==> config.mk <==
export PLATFORM = sky130hd
export DESIGN_NAME = sdtw_ctrl
export DESIGN_NICKNAME = d
export VERILOG_FILES = /design/src/hdl/sdtw_pkg.sv /design/src/hdl/sdtw_ctrl.sv
export SDC_FILE = /design/constraint.sdc
export NUM_CORES = 1
export LEC_CHECK = 0
export ABC_AREA = 1
export BUFFER_PORTS_ARGS = -buffer_cell sky130_fd_sc_hd__buf_2
export CORE_AREA = 2 2 39 41
export DETAILED_ROUTE_END_ITERATION = 12
export DIE_AREA = 0 0 41 43
export PLACE_DENSITY = 0.54
export SYNTH_ARGS = -nofsm -noshare
export SYNTH_HDL_FRONTEND = slang
export SYNTH_SLANG_ARGS = --single-unit
==> constraint.sdc <==
create_clock -name clock -period 1.1 [get_ports clock]
set_input_delay 0.165 -clock clock [delete_from_list [all_inputs] [get_ports clock]]
set_output_delay 0.165 -clock clock [all_outputs]
set_load 0.03 [all_outputs]
==> src/hdl/sdtw_pkg.sv <==
`timescale 1ns / 1ps
// ----------------------------------------------------------------------------
// sdtw_pkg: shared types and constants
// Controller states, command/status bundles and fixed codes.
// ----------------------------------------------------------------------------
package sdtw_pkg;

   localparam logic [31:0] INF_CODE = 32'hFFFF_FFFF;
   localparam logic [31:0] SAT_MAX  = 32'hFFFF_FFFE;
   localparam int          PATTERNS = 4;   // packed fields in the step registers

   localparam logic [2:0] CSR_QUERY_LEN  = 3'd0;
   localparam logic [2:0] CSR_SUB_MODE   = 3'd1;
   localparam logic [2:0] CSR_STEP_COUNT = 3'd2;
   localparam logic [2:0] CSR_ROW_SIZES  = 3'd3;
   localparam logic [2:0] CSR_COL_SIZES  = 3'd4;
   localparam logic [2:0] CSR_WEIGHTS    = 3'd5;

   typedef enum logic [2:0] {
      ST_IDLE,
      ST_READ,
      ST_EVAL,
      ST_WRITE,
      ST_OUT
   } state_type;

   typedef struct packed {
      logic       load;      // capture request, initialise accumulator
      logic       rd;        // issue history read for step k
      logic       eval;      // compare read data for step k
      logic [1:0] k;         // step index
      logic       commit;    // write history, update counters, load result
      logic       rsp_take;  // result consumed
   } cmd_type;

   typedef struct packed {
      logic       start_cell;
      logic [2:0] nsteps;
      logic       rsp_full;
   } sts_type;

endpackage

==> src/hdl/sdtw_ctrl.sv <==
`timescale 1ns / 1ps
// ----------------------------------------------------------------------------
// sdtw_ctrl: sequencing controller
// Walks one request through read/compare of each step pattern and commit.
// ----------------------------------------------------------------------------
module sdtw_ctrl (
   input  logic              clock,
   input  logic              reset,
   input  logic              req_valid,
   output logic              req_ready,
   input  logic              rsp_ready,
   input  sdtw_pkg::sts_type sts,
   output sdtw_pkg::cmd_type cmd
);

   sdtw_pkg::state_type state_ff, state_in;
   logic [1:0]          k_ff, k_in;

   always_ff @(posedge clock) begin
      if (reset) begin
         state_ff <= sdtw_pkg::ST_IDLE;
         k_ff     <= 2'd0;
      end else begin
         state_ff <= state_in;
         k_ff     <= k_in;
      end
   end

   always_comb begin
      state_in     = state_ff;
      k_in         = k_ff;
      cmd          = '0;
      cmd.k        = k_ff;
      req_ready    = 1'b0;
      cmd.rsp_take = sts.rsp_full && rsp_ready;
      unique case (state_ff)
         sdtw_pkg::ST_IDLE: begin
            req_ready = 1'b1;
            if (req_valid) begin
               cmd.load = 1'b1;
               k_in     = 2'd0;
               state_in = sdtw_pkg::ST_READ;
            end
         end
         sdtw_pkg::ST_READ: begin
            // skip the search for start cells or when no step remains
            if (sts.start_cell || ({1'b0, k_ff} >= sts.nsteps)) begin
               state_in = sdtw_pkg::ST_WRITE;
            end else begin
               cmd.rd   = 1'b1;
               state_in = sdtw_pkg::ST_EVAL;
            end
         end
         sdtw_pkg::ST_EVAL: begin
            cmd.eval = 1'b1;
            if (k_ff == 2'd3) begin
               state_in = sdtw_pkg::ST_WRITE;
            end else begin
               k_in     = k_ff + 2'd1;
               state_in = sdtw_pkg::ST_READ;
            end
         end
         sdtw_pkg::ST_WRITE: begin
            // hold until the output register is free
            if (!sts.rsp_full || rsp_ready) begin
               cmd.commit = 1'b1;
               state_in   = sdtw_pkg::ST_OUT;
            end
         end
         sdtw_pkg::ST_OUT: begin
            state_in = sdtw_pkg::ST_IDLE;
         end
         default: state_in = sdtw_pkg::ST_IDLE;
      endcase
   end

endmodule

==> flow_summary.json <==
{
  "clock_path_buffers": 2,
  "dp_hpwl_um": 748,
  "core_mm2": 0.00138,
  "drt_iter0_markers": 6,
  "vias": 491,
  "drive_gt1_frac": 0.736,
  "violations": "setup timing",
  "synth_warnings": 0,
  "final_cells": 107,
  "min_to": "k_ff[0]",
  "hold_violations": 0,
  "netlist_area_um2": 390,
  "initial_core_util": 0.282,
  "dp.cells": 93,
  "status": "finished, violations left",
  "worstReg2RegEnd": "state_ff[0]",
  "fin_skew_ns": 0.00534,
  "whs_ns": 0.164,
  "postCtsHoldBufs": 0,
  "clk_pin_slew_ns": 0.05,
  "hold_class": "input pin to flip-flop",
  "syn_inst": 53,
  "syn_to_final_growth_pct": 118,
  "die_width_um": 41,
  "post-place-ws_ns": -0.198,
  "syn-num-nets": 65,
  "dieHeight_um": 43,
  "grt-ovfl-total": 0,
  "synth-seq-cells": 5,
  "die_area_mm2": 0.00176,
  "critPathLaunchType": "flip-flop",
  "regToRegStartpoint": "k_ff[1]",
  "slew-limit-headroom": 0.865,
  "numPortBuffers": 16,
  "hold_path.startpoint": "reset",
  "period_needed_ns": 1.46,
  "powerDensity_mw_per_mm2": 912,
  "cp_data_arrival_time_ns": 1.29,
  "rrSetupSlack_ns": -0.22,
  "cts-root-buf": "clkbuf_4",
  "drt_pass1_iterations": 2,
  "rsz0062_at_grt": "yes",
  "worstHoldPathCells": 2,
  "reg2reg_depth": 8,
  "crit_required_ns": 0.94,
  "final_core_util": 0.615,
  "final_cell_mix": "buf_2 (11), buf_4 (11), buf_6 (10), inv_1 (9), nand2_1 (6)",
  "wire_per_inst_um": 10.5,
  "timing.final.ws_setup_ns": -0.357,
  "nNetsFinal": 104,
  "grt_max_degree": 6,
  "startpoint": "k_ff[1]",
  "setup_violations": 9,
  "cap_violations": 0,
  "cts.sinks": 5,
  "tightest_slew_ns": 0.201,
  "drt-total-wl_mm": 1.13,
  "antenna_cells": 0,
  "criticalPathCategory": "flip-flop to output port",
  "cts_buffers": 3,
  "ios": 17,
  "clk_latency_ns": 0.24,
  "end_kind": "output port",
  "antenna_left": 0,
  "grt_pass1_vias": 433,
  "grt_pass1_wl_mm": 1.70,
  "fmax_mhz": 686,
  "rows": 14,
  "gp_congestion": 0.686,
  "viasPerCell": 4.59,
  "crit_fanout": 2,
  "grtUsageTotal": 0.147,
  "ys_seq_area_frac": 0.256,
  "period_share": 1.32,
  "h-tree-depth": 1,
  "peakVddDrop_v": 0.000477,
  "yosysUniqueCellTypes": 19,
  "avgSynthCellArea_um2": 7.37,
  "p_leak_nw": 0.421,
  "antenna_found_initial": 0,
  "drv_slew": 0,
  "tritoncts": "done",
  "drcViolationCount": 0
}
## layout make-up
type,instances,area (um^2)
fillers,121,533
multi-input cells,35,339
repair buffers,34,290
flip-flops and latches,5,116
inverters,13,58.8
clock buffers,4,26.3
well taps,16,20.0
## metal layers
metal,vias up,track usage,part of all wire,routed length (um)
li1,252,-,-,-
met1,227,0.167,0.41,464
met2,10,0.228,0.54,612
met3,2,0.0314,0.028,32
met4,0,0.100,0.016,18
met5,-,0,0,0
## registers in the layout, summed over array words and instances, names as in the netlist
signal / flops
state_ff: 3
k_ff: 2
## critical path, stage by stage (launching register included)
cell and delay, ns:
dfxtp_4 0.34, ha_4 0.21, nand3b_1 0.08, nand4_1 0.16, nor2_4 0.12, buf_6 0.13
## where the power goes
part	internal, mW	switching (mW)	total [mW]
registers	0.188	0.0155	0.204
logic	0.182	0.179	0.361
clock network	0.137	0.0742	0.211
total	0.507	0.269	0.776
## cells by family (layout without fill, tap and decap cells)
group | Yosys count | count (layout) | share of synthesized area
adders and majority gates | 3 | 3 | 0.0962
buffers and inverters | 13 | 51 | 0.125
AOI/OAI and AO/OA | 5 | 5 | 0.0833
and+or+nand+nor | 27 | 27 | 0.439
DFF | 5 | 5 | 0.256
## Yosys cell counts (all sizes together)
master	n	area share
dfxtp	5	0.26
nand4	4	0.064
a21oi	4	0.061
nor4	1	0.016
nand2	11	0.14
nand3b	2	0.071
ha	3	0.096
nand3	3	0.051
nor2	3	0.029
inv	13	0.13
a31o	1	0.022
nor3	3	0.064
## metrics by stage
step	setup TNS [ns]	total power [mW]	instance area [um^2]
floorplan	-0.446	0.383	467
global placement	-0.322	0.478	639
detailed placement	-0.369	0.480	639
CTS	-1.16	0.757	783
global route	-2.21	0.828	851
finish	-1.58	0.776	851
## worst max-delay path by stage
stage	endpoint	cells after the start
final	cmd[5]	5
after global routing	cmd[5]	5
after CTS	cmd[5]	6
after detailed placement	cmd[5]	7
after global placement	cmd[5]	7
after floorplan	cmd[5]	5
## repair_timing
action,CTS,global route
pin swaps,8,12
endpoints found under the setup margin,8,9
buffers inserted,5,7
resized for setup,20,10
Power figures use the tool's default switching activity.
